==> config.mk <==
export PLATFORM = sky130hd
export DESIGN_NAME = lobm_resq
export DESIGN_NICKNAME = d
export VERILOG_FILES = /design/src/rtl/lobm_pkg.sv /design/src/rtl/lobm_resq.sv
export SDC_FILE = /design/constraint.sdc
export NUM_CORES = 1
export LEC_CHECK = 0
export ABC_AREA = 1
export BUFFER_PORTS_ARGS = -buffer_cell sky130_fd_sc_hd__buf_2
export CORE_ASPECT_RATIO = 1.4
export CORE_MARGIN = 3
export CORE_UTILIZATION = 60
export CTS_CLUSTER_SIZE = 20
export DETAILED_ROUTE_END_ITERATION = 12
export GPL_TIMING_DRIVEN = 1
export PLACE_DENSITY = 0.83
export SLEW_MARGIN = 20
export SYNTH_ARGS = -nofsm -noshare
export SYNTH_HDL_FRONTEND = slang
export SYNTH_SLANG_ARGS = --single-unit
==> constraint.sdc <==
create_clock -name clk -period 17.31 [get_ports clk]
set_input_delay 0 -clock clk [delete_from_list [all_inputs] [get_ports clk]]
set_output_delay 0 -clock clk [all_outputs]
set_load 0.1 [all_outputs]
==> src/rtl/lobm_pkg.sv <==
// Package for the limit order book matcher.
// Holds the command, store entry and result word types, and the codes.
// Used by every module in rtl/ except lobm_ram.
package lobm_pkg;

  // Most trades that one add may emit
  localparam int unsigned RESULT_CAP = 64;
  localparam int unsigned CAP_W      = 7;

  typedef enum logic {
    OP_ADD    = 1'b0,
    OP_CANCEL = 1'b1
  } op_t;

  typedef enum logic [2:0] {
    KIND_ADDED     = 3'd0,
    KIND_TRADE     = 3'd1,
    KIND_CANCELLED = 3'd2,
    KIND_NOT_FOUND = 3'd3,
    KIND_REJECTED  = 3'd4
  } kind_t;

  typedef struct packed {
    op_t         op;
    logic [31:0] id;
    logic [31:0] price;
    logic [31:0] qty;
    logic        sell;
  } cmd_t;

  typedef struct packed {
    logic        vld;
    logic        sell;
    logic [31:0] id;
    logic [31:0] price;
    logic [31:0] qty;
    logic [31:0] stamp;
  } ent_t;

  typedef struct packed {
    kind_t       kind;
    logic [31:0] maker_id;
    logic [31:0] taker_id;
    logic [31:0] trade_price;
    logic [31:0] fill_qty;
    logic        last;
    logic        bid_present;
    logic [31:0] best_bid_price;
    logic [31:0] best_bid_total;
    logic        ask_present;
    logic [31:0] best_ask_price;
    logic [31:0] best_ask_total;
  } res_t;

  typedef enum logic [3:0] {
    ST_CLEAR,
    ST_IDLE,
    ST_SCAN,
    ST_DECIDE,
    ST_WR_CANCEL,
    ST_WR_NEW,
    ST_TRADE,
    ST_WR_ASK,
    ST_WR_BID,
    ST_LAST
  } st_t;

  typedef enum logic [1:0] {
    MD_CANCEL,
    MD_FREE,
    MD_BEST,
    MD_TOTAL
  } mode_t;

endpackage

==> src/rtl/lobm_resq.sv <==
// Result queue between the engine and the result ports.
// Depends on lobm_pkg.
module lobm_resq
  import lobm_pkg::*;
(
  input  logic clk,
  input  logic rst,
  input  logic wr,
  input  res_t din,
  output logic wfull,
  input  logic pop,
  output logic empty,
  output res_t dout
);

  res_t       q [4];
  logic [1:0] wr_ptr;
  logic [1:0] rd_ptr;
  logic [2:0] count;
  logic       deq;

  assign wfull = (count == 3'd4);
  assign empty = (count == 3'd0);
  assign deq   = pop && !empty;
  assign dout  = q[rd_ptr];

  always_ff @(posedge clk) begin
    if (rst) begin
      wr_ptr <= 2'd0;
      rd_ptr <= 2'd0;
      count  <= 3'd0;
    end else begin
      if (wr) begin
        wr_ptr <= wr_ptr + 2'd1;
      end
      if (deq) begin
        rd_ptr <= rd_ptr + 2'd1;
      end
      count <= count + {2'b0, wr} - {2'b0, deq};
    end
  end

  always_ff @(posedge clk) begin
    if (wr) begin
      q[wr_ptr] <= din;
    end
  end

endmodule

# --- After elaboration in Yosys (flattened, before gate mapping) ---
# Memory sizes are Yosys's and may differ from the RTL's. A register that Yosys moved wholly into a read port is not among the register bits.
# Cells that the tools add are included.
classes:
  n_addsub: 4
  eq_ne: 1
  muxes: 4
  reduce_logical: 3
ops:
  columns: ["op", "count"]
  rows:
  - ["$add 2x1->2 const B", 2]
  - ["$mux 2", 2]
  - ["$add 3x1->3", 1]
  - ["$eq 3x3->1 const B", 1]
  - ["$logic_not 3->1", 1]
  - ["$sub 3x1->3", 1]
  - ["$mux 1", 2]
  - ["$logic_and 1x1->1", 1]
  - ["$logic_not 1->1", 1]
totals:
  register_bits: 7
  ram_bits: 1048
  inputBits: 266
  n_memories: 1
mem_list:
  columns: ["memory", "words", "word_bits", "rd", "rd_clocked_by_memory_dff", "write_ports", "line", "source"]
  rows:
  - ["q", 4, 262, 1, 1, 1, "lobm_resq.sv:16", "res_t q [4];"]

# --- Depth between registers and ports, before layout ---
# Gate-level depths: netlist (run 1).
depth:
  word_depth: 5
  ltp_mapped: 12

# --- Worst setup path after synthesis (run 1) ---
# OpenSTA, ideal clock, no wires.
synth_path:
  kind: "register -> register"
  startpoint: "register wr_ptr[0]"
  endpoint: "memory q[0][0] (netlist bit) (enable)"
  setup_ns: 0.613
  arrival_time_ns: 5.610
  t_required_ns: 16.697
  slack_ns: 11.087
  stages_incl_launch_ff: 5
  n_path_buf: 0
  path_cell_list: "dfxtp_1 -> inv_1 -> ha_1 -> nand2_1 -> inv_1"
synth_rtl:
  columns: ["element", "line", "source"]
  rows:
  - ["from (decl)", "lobm_resq.sv:17", "logic [1:0] wr_ptr;"]
  - ["from (signal assigned)", "lobm_resq.sv:34", "wr_ptr <= wr_ptr + 2'd1;"]
  - ["to (decl)", "lobm_resq.sv:16", null]
# Straight into the memory's write port.

==> impl_metrics.py, run 1 <==
metrics = {
    "setup_path": {
        "cp_data_arrival_time_ns": 5.10,
        "r2r_start": "wr_ptr[1]",
        "r2r_cells": 6,
        "cp-start-kind": "flop",
        "worst-r2r-setup-slack_ns": 13.85,
        "worst-path-max-fanout": 146,
        "endpoint_kind": "output pin",
        "required_ns": 17.31,
        "critPathKind": "reg -> out",
        "r2r_end": "q[1][74]",
    },
    "global_routing": {
        "grtUsageTotal_pct": 31.5,
        "grt_busiest_layer": "met2",
        "overflow": 0,
        "grt_util_met1_pct": 38.4,
        "grt_util_met3_pct": 6.85,
        "grt_max_degree": 203,
        "grt_pass1_wl_um": 165000,
        "grt_use_met2_pct": 54.3,
        "grt_pass1_vias": 27500,
        "antenna_found_initial": 17,
    },
    "clocking": {
        "path_clk_slew_ns": 0.07,
        "cts_buffer_depth": 3,
        "clock-sinks": 1057,
        "h-tree-depth": 3,
        "cts_tree": "done",
        "ctsResizeCount": 0,
        "clk_latency_ns": 0.65,
        "cts-root-buf": "clkbuf_16",
        "cts_buffers": 91,
    },
    "hold_path": {
        "min_path_cells": 2,
        "hp-class": "in -> reg",
        "worstHoldStart": "din[143]",
        "hold-path-endpoint": "q[3][143]",
    },
    "placement": {
        "place_hpwl_um": 53700,
        "gp_congestion": 0.805,
        "portBuffers": 529,
        "post-place-cells": 3802,
    },
    "yosys": {
        "ys.flop_type": "edfxtp_1",
        "synth_cell_types": 19,
        "synth_compound_area_share_pct": 11.0,
        "synthTopCellsByCount": "edfxtp_1, nor2_1, o21ai_0, o22ai_1, clkbuf_1",
        "synth_area_leader_cell": "edfxtp_1",
        "synth_seq_area_share_pct": 81.2,
        "syn_nets": 2867,
        "yosys.area_share.xor_xnor_pct": 0,
        "synth-async-reset-ratio_pct": 0,
        "synth_edf_count": 1048,
        "synth_top_family_by_area": "compound AO/OA/AOI/OAI gates",
        "synth_area_um2": 39000,
        "synth_mux_area_share_pct": 0,
        "synth.area.top_cells": "edfxtp_1, o21ai_0, nor2_1",
        "yosysWarnings": 0,
        "synthAdderAreaFrac_pct": 0.244,
        "avgSynthCellArea_um2": 15.0,
        "synth-seq-cells": 1057,
        "synth_top_area_share_pct": 80.7,
        "synthCells": 2594,
        "yosysMostFrequentCell": "edfxtp_1",
        "yosys.area_share.simple_pct": 5.27,
    },
    "timing": {
        "drv_slew": 0,
        "hold_slack_ns": 0.107,
        "fmax_mhz": 196,
        "fin_worst_skew_ns": 0.0140,
        "slew-limit-headroom_pct": 17.5,
        "hold_viol_final": 0,
        "finalCriticalPeriod_ns": 5.10,
        "setup_tns_ns": 0,
        "timing.final.crit_share_pct": 29.5,
        "worst_slew_pin_slew_ns": 1.24,
        "rsz0062_at_grt": "false",
        "finalSetupViolations": 0,
    },
    "job": {
        "cap_viol_max_count": 0,
    },
    "drt": {
        "wire_per_inst_um": 25.9,
        "drcViolationCount": 0,
        "vias": 27200,
        "drt_iter0_drc": 3527,
        "ant_nets": 0,
        "routed_wl_um": 110000,
        "via_per_inst": 6.39,
        "drt_first_pass_iters": 6,
    },
    "layout": {
        "fin_cells": 4253,
        "areaGrowthSynthToFinish_pct": 22.3,
        "drive_gt1_share_pct": 20.1,
        "num-nets-final": 3602,
    },
    "floorplan": {
        "fp.dieH_um": 308,
        "die_area_um2": 68100,
        "die_x_um": 221,
        "rows": 109,
        "io_pins": 530,
        "start_util_pct": 61.2,
        "fp.coreArea_um2": 63700,
    },
    "power_and_ir_drop": {
        "p_leak_nw": 16.7,
        "cellPowerDensity_nw_per_um2": 170,
        "peakVddDrop_v": 0.000175,
    },
    "outcome": {
        "status": "completed",
    },
}
==> power breakdown <==
| group | switching (mW) | total, mW | internal, mW |
|---|---|---|---|
| registers | 0.0583 | 2.99 | 2.93 |
| clock network | 0.912 | 2.00 | 1.09 |
| logic | 2.66 | 3.10 | 0.436 |
| total | 3.63 | 8.09 | 4.46 |
==> metal layers <==
metal,routed length (µm),up-vias,part of all wire (%)
li1,-,11300,-
met2,56700,2219,52
met4,5520,6,5.0
met3,11500,358,10
met1,36400,13300,33
met5,36,-,0.033
==> cell families after synthesis <==
family | count (synthesis)
compound gates | 793
fa+ha+maj | 7
buf+inv | 191
flops | 1057
simple gates | 546
==> critical path, stage by stage, from the launching register on <==
cell	delay (ns)
dfxtp_4	0.64
inv_8	0.69
buf_4	0.92
buf_4	0.89
o21ai_0	0.31
o22ai_1	0.33
buf_2	0.52
==> flip-flops by register name, summed over array words and instances, names as in the netlist, named ones only <==
register and count:
rd_ptr 2, q 1048, count 3, wr_ptr 2
==> worst max path at each step <==
stage / startpoint / end / slack, ns / cells past startpoint
floorplan: wr_ptr[0] / q[0][0] / 11.09 / 4
finish: flop / dout[76] / 12.21 / 6
global placement: flop / dout[83] / 13.28 / 6
detailed placement: flop / dout[85] / 13.18 / 6
CTS: flop / dout[75] / 12.41 / 6
global route: flop / dout[76] / 11.91 / 6
==> cell type report <==
class	instances	area [µm²]
flip-flops and latches	1057	31700
fillers	3293	16000
multi-input cells	1346	6450
repair buffers	815	5510
clock buffers	113	2390
well taps	832	1040
clock inverters	57	478
inverters	18	110
diodes	15	37.5
==> what timing repair did <==
| item | CTS | global route |
|---|---|---|
| endpoints found under the hold margin | 1057 | 0 |
| hold buffers | 266 | 0 |
| endpoints found under the setup margin | 0 | 0 |
| buffers inserted | 0 | 0 |
==> placed cells by master (no fill, tap or decap), types with 6 or more instances in the layout <==
| master | instances |
|---|---|
| o22ai_1 | 262 |
| buf_4 | 15 |
| o21ai_0 | 417 |
| ha_1 | 6 |
| dfxtp_1 | 7 |
| inv_6 | 6 |
| nand2_1 | 11 |
| inv_1 | 12 |
| nor2_1 | 532 |
| clkinv_1 | 24 |
| dlygate4sd3_1 | 266 |
| clkbuf_16 | 92 |
| edfxtp_1 | 1048 |
| buf_2 | 529 |
| o21ai_1 | 109 |
| clkinv_2 | 14 |
| diode_2 | 15 |
| bufinv_16 | 7 |
| clkbuf_1 | 20 |
==> per-stage QoR <==
step	power [mW]	utilization (%)	instance area, µm²	setup slack [ns]
5_1_grt	8.30	74.8	47700	11.91
4_1_cts	8.00	74.8	47600	12.41
6_report	8.09	74.8	47700	12.21
2_1_floorplan	5.48	-	39000	11.09
3_3_place_gp	5.94	66.1	42100	13.28
3_5_place_dp	5.99	66.1	42100	13.18
No activity file was read; power rests on OpenSTA's default activity.
==> inputs of run 2 (changes only) <==
--- a/config.mk
+++ b/config.mk
@@ -9,11 +9,11 @@
 export BUFFER_PORTS_ARGS = -buffer_cell sky130_fd_sc_hd__buf_2
 export CORE_ASPECT_RATIO = 1.4
 export CORE_MARGIN = 3
-export CORE_UTILIZATION = 60
+export CORE_UTILIZATION = 52
 export CTS_CLUSTER_SIZE = 20
 export DETAILED_ROUTE_END_ITERATION = 12
 export GPL_TIMING_DRIVEN = 1
-export PLACE_DENSITY = 0.83
+export PLACE_DENSITY = 0.76
 export SLEW_MARGIN = 20
 export SYNTH_ARGS = -nofsm -noshare
 export SYNTH_HDL_FRONTEND = slang
==> constraint.sdc (replaced) <==
create_clock -name clk -period 4.1 [get_ports clk]
set_input_delay 0 -clock clk [delete_from_list [all_inputs] [get_ports clk]]
set_output_delay 0 -clock clk [all_outputs]
set_load 0.1 [all_outputs]
==> impl_metrics.py, run 2 (synthesis results as in run 1) <==
metrics = {
    "global_routing": {
        "grt_max_degree": 165,
        "grtUsageTotal_pct": 25.1,
        "grt_pass1_vias": 26200,
        "antenna_found_initial": 13,
        "overflow": 0,
        "grt_pass1_wl_um": 152000,
    },
    "layout": {
        "final_common_cell": "edfxtp_1",
        "num-nets-final": 3644,
        "largest_register_ffs": 1048,
        "drive_gt1_share_pct": 21.4,
        "areaGrowthSynthToFinish_pct": 24.4,
        "final_cell_mix": "edfxtp_1, nor2_1, buf_2",
        "reg_top3": "q (1048), count (3)",
        "fin_cells": 4420,
        "top_register": "q",
        "utilization_pct": 65.4,
    },
    "timing": {
        "fin_worst_skew_ns": 0.0215,
        "finalSetupViolations": 0,
        "fmax_mhz": 300,
        "worst_slew_pin_slew_ns": 0.899,
        "hold_slack_ns": 0.0997,
        "rsz0062_at_grt": "false",
        "slew-limit-headroom_pct": 39.9,
        "drv_slew": 0,
        "hold_viol_final": 0,
        "finalCriticalPeriod_ns": 3.33,
        "timing.final.crit_share_pct": 81.2,
    },
    "drt": {
        "via_per_inst": 5.91,
        "drcViolationCount": 0,
        "vias": 26100,
        "ant_nets": 0,
        "drt_iter0_drc": 2483,
        "routed_wl_um": 103000,
        "wire_per_inst_um": 23.2,
        "drt_first_pass_iters": 6,
    },
    "placement": {
        "portBuffers": 529,
        "post-place-cells": 3970,
        "gp_congestion": 0.824,
        "place_hpwl_um": 57000,
    },
    "clocking": {
        "ctsResizeCount": 0,
        "h-tree-depth": 3,
        "cts-hold-fix-buffers": 266,
        "path_clk_slew_ns": 0.06,
        "cts_buffer_depth": 3,
        "postCtsSetupRepairBufs": 0,
        "clk_latency_ns": 0.64,
        "cts_buffers": 93,
        "cts_tree": "done",
        "cts-root-buf": "clkbuf_16",
        "clock-sinks": 1057,
    },
    "power_and_ir_drop": {
        "peakVddDrop_v": 0.000965,
        "cellPowerDensity_nw_per_um2": 707,
        "p_leak_nw": 17.0,
        "p_total_mw": 34.3,
    },
    "setup_path": {
        "required_ns": 4.10,
        "cp_data_arrival_time_ns": 3.33,
        "critPathKind": "reg -> out",
        "endpoint_kind": "output pin",
        "cp-start-kind": "flop",
        "worst-path-max-fanout": 128,
    },
    "hold_path": {
        "hp-class": "in -> reg",
    },
    "floorplan": {
        "die_area_um2": 78400,
        "fp.dieH_um": 330,
        "fp.coreArea_um2": 74100,
        "rows": 118,
        "io_pins": 530,
        "start_util_pct": 52.6,
        "die_x_um": 237,
    },
    "outcome": {
        "status": "completed",
    },
    "job": {
        "cap_viol_max_count": 0,
    },
}
[run 2: where the power goes]
group	internal, mW	total [mW]	switching, mW
Clock	4.78	8.61	3.83
Combinational	1.96	13.1	11.1
Sequential	12.4	12.6	0.198
Total	19.1	34.3	15.2
[run 2: final cells by class]
| class | count | area (µm²) |
|---|---|---|
| fill | 4884 | 25600 |
| tap | 960 | 1200 |
| timing repair buffer | 855 | 6040 |
| clock buffer | 111 | 2440 |
| inverter | 18 | 95.1 |
| antenna | 13 | 32.5 |
| multi-input combinational | 1346 | 6460 |
| sequential | 1057 | 31700 |
| clock inverter | 60 | 563 |
[run 2: worst max-delay path, stage by stage, from the launching register on]
cell	delay, ns
dfxtp_4	0.52
inv_8	0.62
buf_4	0.48
o21ai_0	0.16
o22ai_1	0.25
buf_2	0.48
[run 2: routing by layer]
layer  part of all wire, %  global-route usage [%]  vias up
met5                 0.025                       0        -
met4                   3.9                    10.4        4
met3                   8.9                    6.05      260
met2                    52                    43.6     1473
met1                    35                    30.3    12900
li1                      -                       -    11400
[run 2: through the flow]
step / setup TNS [ns] / setup WS, ns / instance area (µm²)
floorplan: -846.69 / -0.818 / 39000
global placement: 0 / 1.63 / 42800
detailed placement: 0 / 1.56 / 42800
CTS: 0 / 0.825 / 48500
global route: 0 / 0.651 / 48500
finish: 0 / 0.772 / 48500
[run 2: path summary, 6_finish.rpt]
path,depth (start not counted),slack [ns],from,endpoint
worst min-delay path,2,0.1,din[45],q[1][45]
worst min register to register,2,0.50,rd_ptr[0],rd_ptr[0]
worst max-delay path,5,0.77,flop,dout[134]
worst max register to register,11,1.42,count[1],count[1]
