**config.mk**
```make
export PLATFORM = sky130hd
export DESIGN_NAME = lobm_front
export DESIGN_NICKNAME = d
export VERILOG_FILES = /design/src/rtl/lobm_pkg.sv /design/src/rtl/lobm_front.sv
export SDC_FILE = /design/constraint.sdc
export NUM_CORES = 1
export LEC_CHECK = 0
export ABC_AREA = 1
export BUFFER_PORTS_ARGS = -buffer_cell sky130_fd_sc_hd__buf_2
export CAP_MARGIN = 15
export CORE_MARGIN = 1
export CORE_UTILIZATION = 47
export CTS_BUF_LIST = sky130_fd_sc_hd__clkbuf_8 sky130_fd_sc_hd__clkbuf_16
export DETAILED_ROUTE_END_ITERATION = 10
export PLACE_DENSITY_LB_ADDON = 0.12
export SYNTH_ARGS = -nofsm -noshare
export SYNTH_HDL_FRONTEND = slang
export SYNTH_SLANG_ARGS = --single-unit
```
**constraint.sdc**
```tcl
create_clock -name clk -period 4.8 [get_ports clk]
set_input_delay 0 -clock clk [delete_from_list [all_inputs] [get_ports clk]]
set_output_delay 0 -clock clk [all_outputs]
set_load 0.02 [all_outputs]
```
**src/rtl/lobm_pkg.sv**
```systemverilog
// Package for the limit order book matcher.
// Holds the command, store entry and result word types, and the codes.
// Used by every module in rtl/ except lobm_ram.
package lobm_pkg;

  // Most trades that one add may emit
  localparam int unsigned RESULT_CAP = 64;
  localparam int unsigned CAP_W      = 7;

  typedef enum logic {
    OP_ADD    = 1'b0,
    OP_CANCEL = 1'b1
  } op_t;

  typedef enum logic [2:0] {
    KIND_ADDED     = 3'd0,
    KIND_TRADE     = 3'd1,
    KIND_CANCELLED = 3'd2,
    KIND_NOT_FOUND = 3'd3,
    KIND_REJECTED  = 3'd4
  } kind_t;

  typedef struct packed {
    op_t         op;
    logic [31:0] id;
    logic [31:0] price;
    logic [31:0] qty;
    logic        sell;
  } cmd_t;

  typedef struct packed {
    logic        vld;
    logic        sell;
    logic [31:0] id;
    logic [31:0] price;
    logic [31:0] qty;
    logic [31:0] stamp;
  } ent_t;

  typedef struct packed {
    kind_t       kind;
    logic [31:0] maker_id;
    logic [31:0] taker_id;
    logic [31:0] trade_price;
    logic [31:0] fill_qty;
    logic        last;
    logic        bid_present;
    logic [31:0] best_bid_price;
    logic [31:0] best_bid_total;
    logic        ask_present;
    logic [31:0] best_ask_price;
    logic [31:0] best_ask_total;
  } res_t;

  typedef enum logic [3:0] {
    ST_CLEAR,
    ST_IDLE,
    ST_SCAN,
    ST_DECIDE,
    ST_WR_CANCEL,
    ST_WR_NEW,
    ST_TRADE,
    ST_WR_ASK,
    ST_WR_BID,
    ST_LAST
  } st_t;

  typedef enum logic [1:0] {
    MD_CANCEL,
    MD_FREE,
    MD_BEST,
    MD_TOTAL
  } mode_t;

endpackage

```
**src/rtl/lobm_front.sv**
```systemverilog
// Front end: takes input words, drops zero quantity adds, and queues
// commands for the engine. Depends on lobm_pkg.
module lobm_front
  import lobm_pkg::*;
(
  input  logic        clk,
  input  logic        rst,
  input  logic        push,
  output logic        full,
  input  logic        op,
  input  logic [31:0] order_id,
  input  logic [31:0] limit_price,
  input  logic [31:0] order_qty,
  input  logic        is_sell,
  input  logic        hold,
  output logic        cmd_valid,
  output cmd_t        cmd,
  input  logic        cmd_pop
);

  cmd_t       q [2];
  logic       wr_ptr;
  logic       rd_ptr;
  logic [1:0] count;
  logic       acc;
  logic       enq;

  // accept unless queue full or store still clearing
  assign full = (count == 2'd2) || hold;
  assign acc  = push && !full;
  assign enq  = acc && !((op_t'(op) == OP_ADD) && (order_qty == 32'd0));

  assign cmd_valid = (count != 2'd0);
  assign cmd       = q[rd_ptr];

  // command queue
  always_ff @(posedge clk) begin
    if (rst) begin
      wr_ptr <= 1'b0;
      rd_ptr <= 1'b0;
      count  <= 2'd0;
    end else begin
      if (enq) begin
        wr_ptr <= ~wr_ptr;
      end
      if (cmd_pop) begin
        rd_ptr <= ~rd_ptr;
      end
      count <= count + {1'b0, enq} - {1'b0, cmd_pop};
    end
  end

  always_ff @(posedge clk) begin
    if (enq) begin
      q[wr_ptr] <= '{op: op_t'(op), id: order_id, price: limit_price,
                     qty: order_qty, sell: is_sell};
    end
  end

endmodule

```
---- Yosys cells after proc, flatten, opt, wreduce, memory -nomap -nowiden ----
Memories as Yosys holds them, arrays and structs flattened. A register that Yosys moved wholly into a read port is not among the register bits.
Index checks and enable logic that the tools add are counted.
word-level totals
  flip-flop bits (word level) ............. 4
  bits of input ports ..................... 103
  word-level logic and storage cells ...... 22
  memories kept ........................... 1
  RAM bits ................................ 196
cells by class
  reduce and logical (&&, ||, !) cells .... 8
  muxes and demuxes ....................... 4
  add/sub/neg operators ................... 2
  eq/ne operators ......................... 1
  bitwise gates (word level) .............. 3
memories
  memory  words  bits a word  read ports  clocked after memory_dff  wr ports  RTL line          RTL
  q       2      98           1           1                         1         lobm_front.sv:21  cmd_t q [2];
operators with widths
  kind                  number
  $logic_not A32 Y1     1
  $mux W1               4
  $logic_and A1 B1 Y1   3
  $not A1 Y1            3
  $add A2 B1 Y2         1
  $eq A2 B2 Y1 const B  1
  $logic_not A1 Y1      2
  $reduce_bool A2 Y1    1
  $sub A2 B1 Y2         1
  $logic_or A1 B1 Y1    1

---- Depth between registers and ports, before layout ----
Gate-level depths: netlist (run 1).
  depth after elaboration ................. 7
  mapped depth ............................ 13
  gate-level depth less buffers ........... 13

---- Worst setup path after synthesis (run 1) ----
Ideal clock, no wire load.
  kind .................................... register -> register
  from .................................... register count[1]
  to ...................................... memory q[0][0] in the netlist's numbering, enable pin
  stages on the path, launching flop included .. 6
  setup slack ............................. -0.674 ns
  buffers on the path ..................... 0
  arrival ................................. 4.918 ns
  cell sequence ........................... dfxtp_1 > inv_1 > o21bai_1 > nor2_1 > nand2_1 > nor2_1
between the ends
  longest elaborated chain between the ends .. 7
RTL lines
  what                           RTL line          RTL
  start: declaration             lobm_front.sv:24  logic [1:0] count;
  start signal: assignment       lobm_front.sv:49  count <= count + {1'b0, enq} - {1'b0, cmd_pop};
  $eq A2 B2 Y1                   lobm_front.sv:29  assign full = (count == 2'd2) || hold;
  $logic_or A1 B1 Y1             lobm_front.sv:29
  named net full                 lobm_front.sv:9   output logic full,
  $logic_not A1 Y1               lobm_front.sv:30  assign acc = push && !full;
  $logic_and A1 B1 Y1            lobm_front.sv:30
  $logic_and A1 B1 Y1            lobm_front.sv:31  assign enq = acc && !((op_t'(op) == OP_ADD) && (order_qty == 32'd0));
  $mux W1                        lobm_front.sv:54  if (enq) begin
  $mux W1 (implied by the code)  lobm_front.sv:55  q[wr_ptr] <= '{op: op_t'(op), id: order_id, price: limit_price,
  end: declaration               lobm_front.sv:21
The timed path passes the listed nets, and every way through them passes these cells.

==> flow_metrics.env, run 1 <==
export IMPL_async_reset_ff_share_pct=0
export IMPL_syn_num_nets=467
export IMPL_die_area_um2=16500
export IMPL_synth_enable_flop_cells=196
export IMPL_drtAntennaViolNets=0
export IMPL_clkSinkCount=201
export IMPL_area_growth_syn_to_layout_pct=39.3
export IMPL_transition_at_the_pin_with_the_smallest_max_transition_slack_ns=1.03
export IMPL_worst_endpoint_arrival_ns=2.61
export IMPL_timing_worst_setup_path_type="flip-flop to output pin"
export IMPL_buffer_ports_inserted=202
export IMPL_max_clock_freq_mhz=383
export IMPL_clk_root_buffer_cell="sky130_fd_sc_hd__clkbuf_16"
export IMPL_vdd_ir_drop_worst_mv=0.258
export IMPL_power_total_w=0.00416
export IMPL_power_density_nw_per_um2=399
export IMPL_path_clk_slew_ns=0.06
export IMPL_final_core_utilization_pct=67.9
export IMPL_vias_in_the_first_global_route=4561
export IMPL_final_setup_tns_ns=0
export IMPL_cts_buffer_depth=3
export IMPL_row_count=45
export IMPL_globalRouteOverflowTotal=0
export IMPL_post_route_drc_count=0
export IMPL_timing_final_max_slew_violations=0
export IMPL_worst_slew_slack_as_a_fraction_of_its_limit_pct=31.4
export IMPL_hpwlAfterDp_mm=8.81
export IMPL_placed_cells=768
export IMPL_diodes=0
export IMPL_pin_count=203
export IMPL_synth_warning_count=0
export IMPL_grt_start_max_net_pins=78
export IMPL_clock_latency_ns=0.49
export IMPL_dr_pass1_iters=4
export IMPL_synth_area_per_cell_um2=20.7
export IMPL_rsz_0062_raised_after_global_routing="no"
export IMPL_clock_buffers_created_by_tritoncts=22
export IMPL_grt_antenna_before_repair=0
export IMPL_netlist_area_um2=7500
export IMPL_final_min_period_over_clock_period_pct=54.4
export IMPL_detailedRoute_firstIterationViolations=219
export IMPL_fillerInstances=1067
export IMPL_drt_total_wl_mm=14.9
export IMPL_final_layout_size_suffix_gt1_share_pct=48.8
export IMPL_synthCells=362
export IMPL_cp_end_kind="output pin"
export IMPL_critical_path_max_fanout=58
export IMPL_grtUsageTotal_pct=17.9
export IMPL_final_net_count=787
export IMPL_die_y_um=128
export IMPL_ctsHtreeMaxLevel=1
export IMPL_worst_setup_path_start_kind="flip-flop"
export IMPL_final_hold_fails=0
export IMPL_horiz_die_dim_um=128
export IMPL_yosys_reg_bits=201
export IMPL_postCtsSetupRepairBufs=0
export IMPL_timing_max_cap_violations=0
export IMPL_wire_length_of_the_first_global_routing_pass_mm=22.5
export IMPL_start_util_pct=48.8
export IMPL_core_area_um2=15400
export IMPL_min_delay_path_class="input port to flip-flop"
export IMPL_cts_tree="done"
export IMPL_fin_crit_ns=2.61
export IMPL_yosysUniqueCellTypes=23
export IMPL_gp_congestion=0.731
export IMPL_setup_viol_count_final=0
export IMPL_cts_resized_gates=0
export IMPL_timing_critical_path_required_ns=4.80
export IMPL_detail_route_vias_per_cell=4.73
export IMPL_postSynth_topFlopCell="sky130_fd_sc_hd__edfxtp_1"
export IMPL_synth_seq_area_share_pct=79.9
export IMPL_status="complete, no violations"
export IMPL_clock_skew_ns=0.00706
export IMPL_final_instance_count_excl_fill=908
export IMPL_post_drt_wl_per_cell_um=16.4
export IMPL_power_leakage_nw=3.99
export IMPL_vias=4296
metrics by stage:
step	hold slack (ns)	area [um2]	setup WS [ns]
after global placement	0.189	8730	2.48
final	0.0414	10400	2.19
after CTS	0.0173	10400	2.10
after floorplan	0.0712	7500	0.973
after detailed placement	0.191	8730	2.37
after global routing	0.0967	10400	2.00
worst paths after layout:
kind	startpoint	end	slack [ns]	depth (start not counted)
min	hold	wr_ptr$_SDFFE_PP0P_	0.04	5
max	flip-flop	cmd[21]	2.19	3
min reg2reg	rd_ptr$_SDFFE_PP0P_	rd_ptr$_SDFFE_PP0P_	0.53	2
max reg2reg	count[1]$_SDFF_PP0_	q[1][90]$_DFFE_PP_	2.44	6
power by group:
part | internal (W) | leakage, nW | switching [W]
Combinational | 0.000242 | 1.80 | 0.000269
Sequential | 0.00202 | 1.83 | 0.0000368
Clock | 0.000966 | 0.354 | 0.000630
Total | 0.00322 | 3.99 | 0.000936
cell type report:
cell class	instances	area, um2	area share [%]
multi-input combinational	144	1420	13.6
inverter	6	25.0	0.240
tap	211	264	2.53
clock inverter	16	118	1.13
sequential	201	5990	57.4
clock buffer	23	576	5.51
timing repair buffer	307	2050	19.7
cell usage after synthesis (2+ instances only):
master / number / area share [%]
sky130_fd_sc_hd__edfxtp_1: 196 / 79
sky130_fd_sc_hd__a21oi_1: 2 / 0.13
sky130_fd_sc_hd__ha_1: 2 / 0.33
sky130_fd_sc_hd__mux2_2: 78 / 12
sky130_fd_sc_hd__mux2_4: 20 / 4.0
sky130_fd_sc_hd__inv_1: 6 / 0.30
sky130_fd_sc_hd__dfxtp_1: 5 / 1.3
sky130_fd_sc_hd__nor2_1: 23 / 1.2
sky130_fd_sc_hd__nand2_1: 7 / 0.35
sky130_fd_sc_hd__buf_2: 7 / 0.47
sky130_fd_sc_hd__buf_6: 4 / 0.60
metal layers:
layer	vias to the layer above	part of all wire (%)	global-route usage, %
met3	22	6.8	5.01
met4	0	1.8	4.98
met1	2080	40	20.9
met5	-	0	0
li1	2047	-	-
met2	147	51	32.2
critical path: stages (launching register included):
cell                      delay, ns
sky130_fd_sc_hd__dfxtp_4       0.84
sky130_fd_sc_hd__buf_4         0.68
sky130_fd_sc_hd__mux2_2        0.42
sky130_fd_sc_hd__buf_2         0.16
cells in the final DEF, fill, tap and decap left out, types with 2 or more instances in the layout:
cell	instances
sky130_fd_sc_hd__nor2_1	22
sky130_fd_sc_hd__dlygate4sd3_1	101
sky130_fd_sc_hd__mux2_2	78
sky130_fd_sc_hd__mux2_4	20
sky130_fd_sc_hd__clkinv_1	7
sky130_fd_sc_hd__buf_2	202
sky130_fd_sc_hd__inv_1	8
sky130_fd_sc_hd__edfxtp_1	196
sky130_fd_sc_hd__nand2_1	7
sky130_fd_sc_hd__bufinv_16	2
sky130_fd_sc_hd__ha_1	2
sky130_fd_sc_hd__clkbuf_16	23
sky130_fd_sc_hd__a21oi_1	2
sky130_fd_sc_hd__buf_4	4
sky130_fd_sc_hd__dfxtp_1	4
sky130_fd_sc_hd__clkinv_2	4
sequential cells by signal, summed over array words and instances (netlist names), named ones only:
signal	flops
count	2
q	196
rd_ptr	1
wr_ptr	1
kinds of logic after synthesis:
family / count (synthesis) / synth area share, %
fa+ha+maj: 2 / 0.334
buf+inv: 17 / 1.37
flops: 201 / 79.9
xor+xnor: 2 / 0.234
mux: 98 / 15.7
simple gates: 38 / 2.19
compound gates: 4 / 0.300
timing repair:
item                                   in CTS  in global routing
setup endpoints to repair                   0                  0
hold buffers                              101                  0
endpoints found under the hold margin     201                  0
Note: power is estimated with default switching activity, not from simulation.
==> run 2, diff against run 1 <==
--- a/config.mk
+++ b/config.mk
@@ -9,7 +9,7 @@
 export BUFFER_PORTS_ARGS = -buffer_cell sky130_fd_sc_hd__buf_2
 export CAP_MARGIN = 15
 export CORE_MARGIN = 1
-export CORE_UTILIZATION = 47
+export CORE_UTILIZATION = 52
 export CTS_BUF_LIST = sky130_fd_sc_hd__clkbuf_8 sky130_fd_sc_hd__clkbuf_16
 export DETAILED_ROUTE_END_ITERATION = 10
 export PLACE_DENSITY_LB_ADDON = 0.12
==> constraint.sdc (replaced) <==
create_clock -name clk -period 2.5 [get_ports clk]
set_input_delay 0 -clock clk [delete_from_list [all_inputs] [get_ports clk]]
set_output_delay 0 -clock clk [all_outputs]
set_load 0.02 [all_outputs]
==> run 2 against run 1 <==
Die area shrank 9.5%. Register-to-register slack lost 1.8 ns. Highest routed layer unchanged. Combinational power increased by 100%. Worst hold slack worse by 0.034 ns. Non-clock buffer count is 4 higher. Critical path depth grew 8. Final cell count down 3.5%. Sequential share of layout area grew 0.19 points. Clock power up 71%. Core utilization rose by 6.5 points. First-iteration DRC count down 6.8%. Flip-flop and latch count did not move.
==> flow_metrics.env, run 2 (synthesis gave the netlist of run 1 again) <==
export IMPL_worst_setup_path_start_kind="input port"
export IMPL_start_util_pct=53.6
export IMPL_timing_max_cap_violations=0
export IMPL_drt_total_wl_mm=14.6
export IMPL_drtAntennaViolNets=0
export IMPL_vias=4319
export IMPL_power_leakage_nw=3.98
export IMPL_post_route_drc_count=0
export IMPL_post_drt_wl_per_cell_um=16.6
export IMPL_row_count=43
export IMPL_area_growth_syn_to_layout_pct=38.8
export IMPL_cts_tree="done"
export IMPL_fillerInstances=885
export IMPL_cts_buffer_depth=3
export IMPL_hpwlAfterDp_mm=8.64
export IMPL_wire_length_of_the_first_global_routing_pass_mm=21.7
export IMPL_detail_route_vias_per_cell=4.93
export IMPL_route_top_layer_used="met4"
export IMPL_path_clk_slew_ns=0.05
export IMPL_core_area_um2=14000
export IMPL_detailedRoute_firstIterationViolations=204
export IMPL_final_net_count=790
export IMPL_min_delay_path_class="input port to flip-flop"
export IMPL_timing_critical_path_required_ns=2.70
export IMPL_internal_power_w=0.00596
export IMPL_clockPowerShare_pct=35.7
export IMPL_most_common_layout_cells="202 x sky130_fd_sc_hd__buf_2, 196 x sky130_fd_sc_hd__edfxtp_1, 103 x sky130_fd_sc_hd__dlygate4sd3_1, 78 x sky130_fd_sc_hd__mux2_2"
export IMPL_critical_path_max_fanout=50
export IMPL_status="complete, no violations"
export IMPL_grt_antenna_before_repair=0
export IMPL_clock_skew_ns=0.00696
export IMPL_final_core_utilization_pct=74.4
export IMPL_seq_power_share_pct=50.8
export IMPL_clock_buffers_created_by_tritoncts=21
export IMPL_setup_viol_count_final=0
export IMPL_grt_start_max_net_pins=99
export IMPL_worst_endpoint_arrival_ns=2.21
export IMPL_gp_congestion=0.700
export IMPL_timing_worst_setup_path_type="input port to flip-flop"
export IMPL_dr_wl_met3_um=948
export IMPL_die_area_um2=14900
export IMPL_largest_register_ff_count=196
export IMPL_pin_count=203
export IMPL_final_hold_fails=0
export IMPL_layout_commonest_cell="sky130_fd_sc_hd__buf_2"
export IMPL_final_layout_size_suffix_gt1_share_pct=49.4
export IMPL_timing_final_max_slew_violations=0
export IMPL_register_ranked_first_by_flip_flop_count="q"
export IMPL_clkSinkCount=201
export IMPL_dr_wl_met2_mm=7.68
export IMPL_power_switching_w=0.00173
export IMPL_buffer_ports_inserted=202
export IMPL_reg_largest_list="q: 196 flops, count: 2 flops"
export IMPL_worst_slew_slack_as_a_fraction_of_its_limit_pct=54.6
export IMPL_power_density_nw_per_um2=739
export IMPL_p_sw_share_pct=22.5
export IMPL_transition_at_the_pin_with_the_smallest_max_transition_slack_ns=0.682
export IMPL_dr_pass1_iters=4
export IMPL_ctsHtreeMaxLevel=1
export IMPL_horiz_die_dim_um=122
export IMPL_max_clock_freq_mhz=496
export IMPL_vias_in_the_first_global_route=4493
export IMPL_vdd_ir_drop_worst_mv=0.818
export IMPL_postCtsSetupRepairBufs=0
export IMPL_final_setup_tns_ns=0
export IMPL_fin_crit_ns=2.02
export IMPL_cts_resized_gates=0
export IMPL_cp_end_kind="flip-flop"
export IMPL_globalRouteOverflowTotal=0
export IMPL_power_combinational_fraction_pct=13.5
export IMPL_grtUsageTotal_pct=19.2
export IMPL_clock_latency_ns=0.47
export IMPL_clk_root_buffer_cell="sky130_fd_sc_hd__clkbuf_16"
export IMPL_die_y_um=122
export IMPL_final_min_period_over_clock_period_pct=80.6
export IMPL_detail_route_wirelength_met1_mm=5.51
export IMPL_rsz_0062_raised_after_global_routing="no"
-- run 2: cell count changes in the layout (fill, tap and decap cells not counted), sizes merged --
cell | previous run | this run
bufinv | 2 | 1
clkbuf | 23 | 21
dlygate4sd3 | 101 | 103
inv | 9 | 10
diode | 0 | 1
clkinvlp | 0 | 1
buf | 206 | 208
clkinv | 11 | 6
-- run 2: worst max-delay path, stage by stage --
cell                            delay [ns]
sky130_fd_sc_hd__dlygate4sd3_1        0.55
sky130_fd_sc_hd__buf_2                0.15
sky130_fd_sc_hd__nor2_1               0.12
sky130_fd_sc_hd__nand2_1              0.08
sky130_fd_sc_hd__nor2_1               0.14
sky130_fd_sc_hd__nand2_1              0.10
sky130_fd_sc_hd__nor2_2               0.10
sky130_fd_sc_hd__nand2_2              0.08
sky130_fd_sc_hd__nand3_2              0.11
sky130_fd_sc_hd__clkinvlp_4           0.38
sky130_fd_sc_hd__buf_12               0.36
-- run 2: worst paths after layout --
check	endpoint	from	depth (start not counted)	slack, ns
worst max-delay path	q[1][63]$_DFFE_PP_	order_qty[11]	11	0.48
worst min-delay path	wr_ptr$_SDFFE_PP0P_	hold	6	0.007
worst min register to register	rd_ptr$_SDFFE_PP0P_	rd_ptr$_SDFFE_PP0P_	2	0.52
worst max register to register	q[0][63]$_DFFE_PP_	count[0]$_SDFF_PP0_	5	0.69
-- run 2: final cells by class --
cell class                      instances  area, um2  share of cell area [%]
Antenna cell                            1       2.50                  0.0240
Clock buffer                           21        526                    5.05
Clock inverter                         12       75.1                   0.721
Inverter                                6       26.3                   0.252
Multi-Input combinational cell        144       1440                    13.8
Sequential cell                       201       5990                    57.6
Tap cell                              180        225                    2.16
Timing Repair Buffer                  311       2120                    20.4
-- run 2: power groups by stage --
stage | Sequential (W) | Clock (W) | Combinational [W]
2_1_floorplan | 0.00397 | 0 | 0.000593
3_3_place_gp | 0.00397 | 0 | 0.000900
3_5_place_dp | 0.00398 | 0 | 0.000913
4_1_cts | 0.00391 | 0.00281 | 0.00105
5_1_grt | 0.00392 | 0.00295 | 0.00111
6_report | 0.00391 | 0.00274 | 0.00104
-- run 2: metal layers --
| metal | vias up | global-route usage, % |
|---|---|---|
| li1 | 2046 | - |
| met1 | 2087 | 21.5 |
| met2 | 155 | 35.0 |
| met3 | 31 | 4.82 |
| met4 | 0 | 7.32 |
| met5 | - | 0 |
-- run 2: metrics by stage --
step	hold WS, ns	instances	setup WS [ns]	power (W)	instance area, um2
after detailed placement	0.193	739	0.528	0.00489	8770
after floorplan	0.0712	362	-0.0866	0.00457	7530
after global routing	0.0426	875	0.341	0.00798	10400
after global placement	0.189	739	0.600	0.00487	8770
after CTS	0.000964	875	0.474	0.00777	10400
final	0.00733	876	0.485	0.00769	10400
-- run 2: repair_timing --
| action | 4_1_cts | 5_1_grt |
|---|---|---|
| setup endpoints to repair | 0 | 0 |
| hold buffers | 103 | 0 |
| hold endpoints to repair | 201 | 0 |
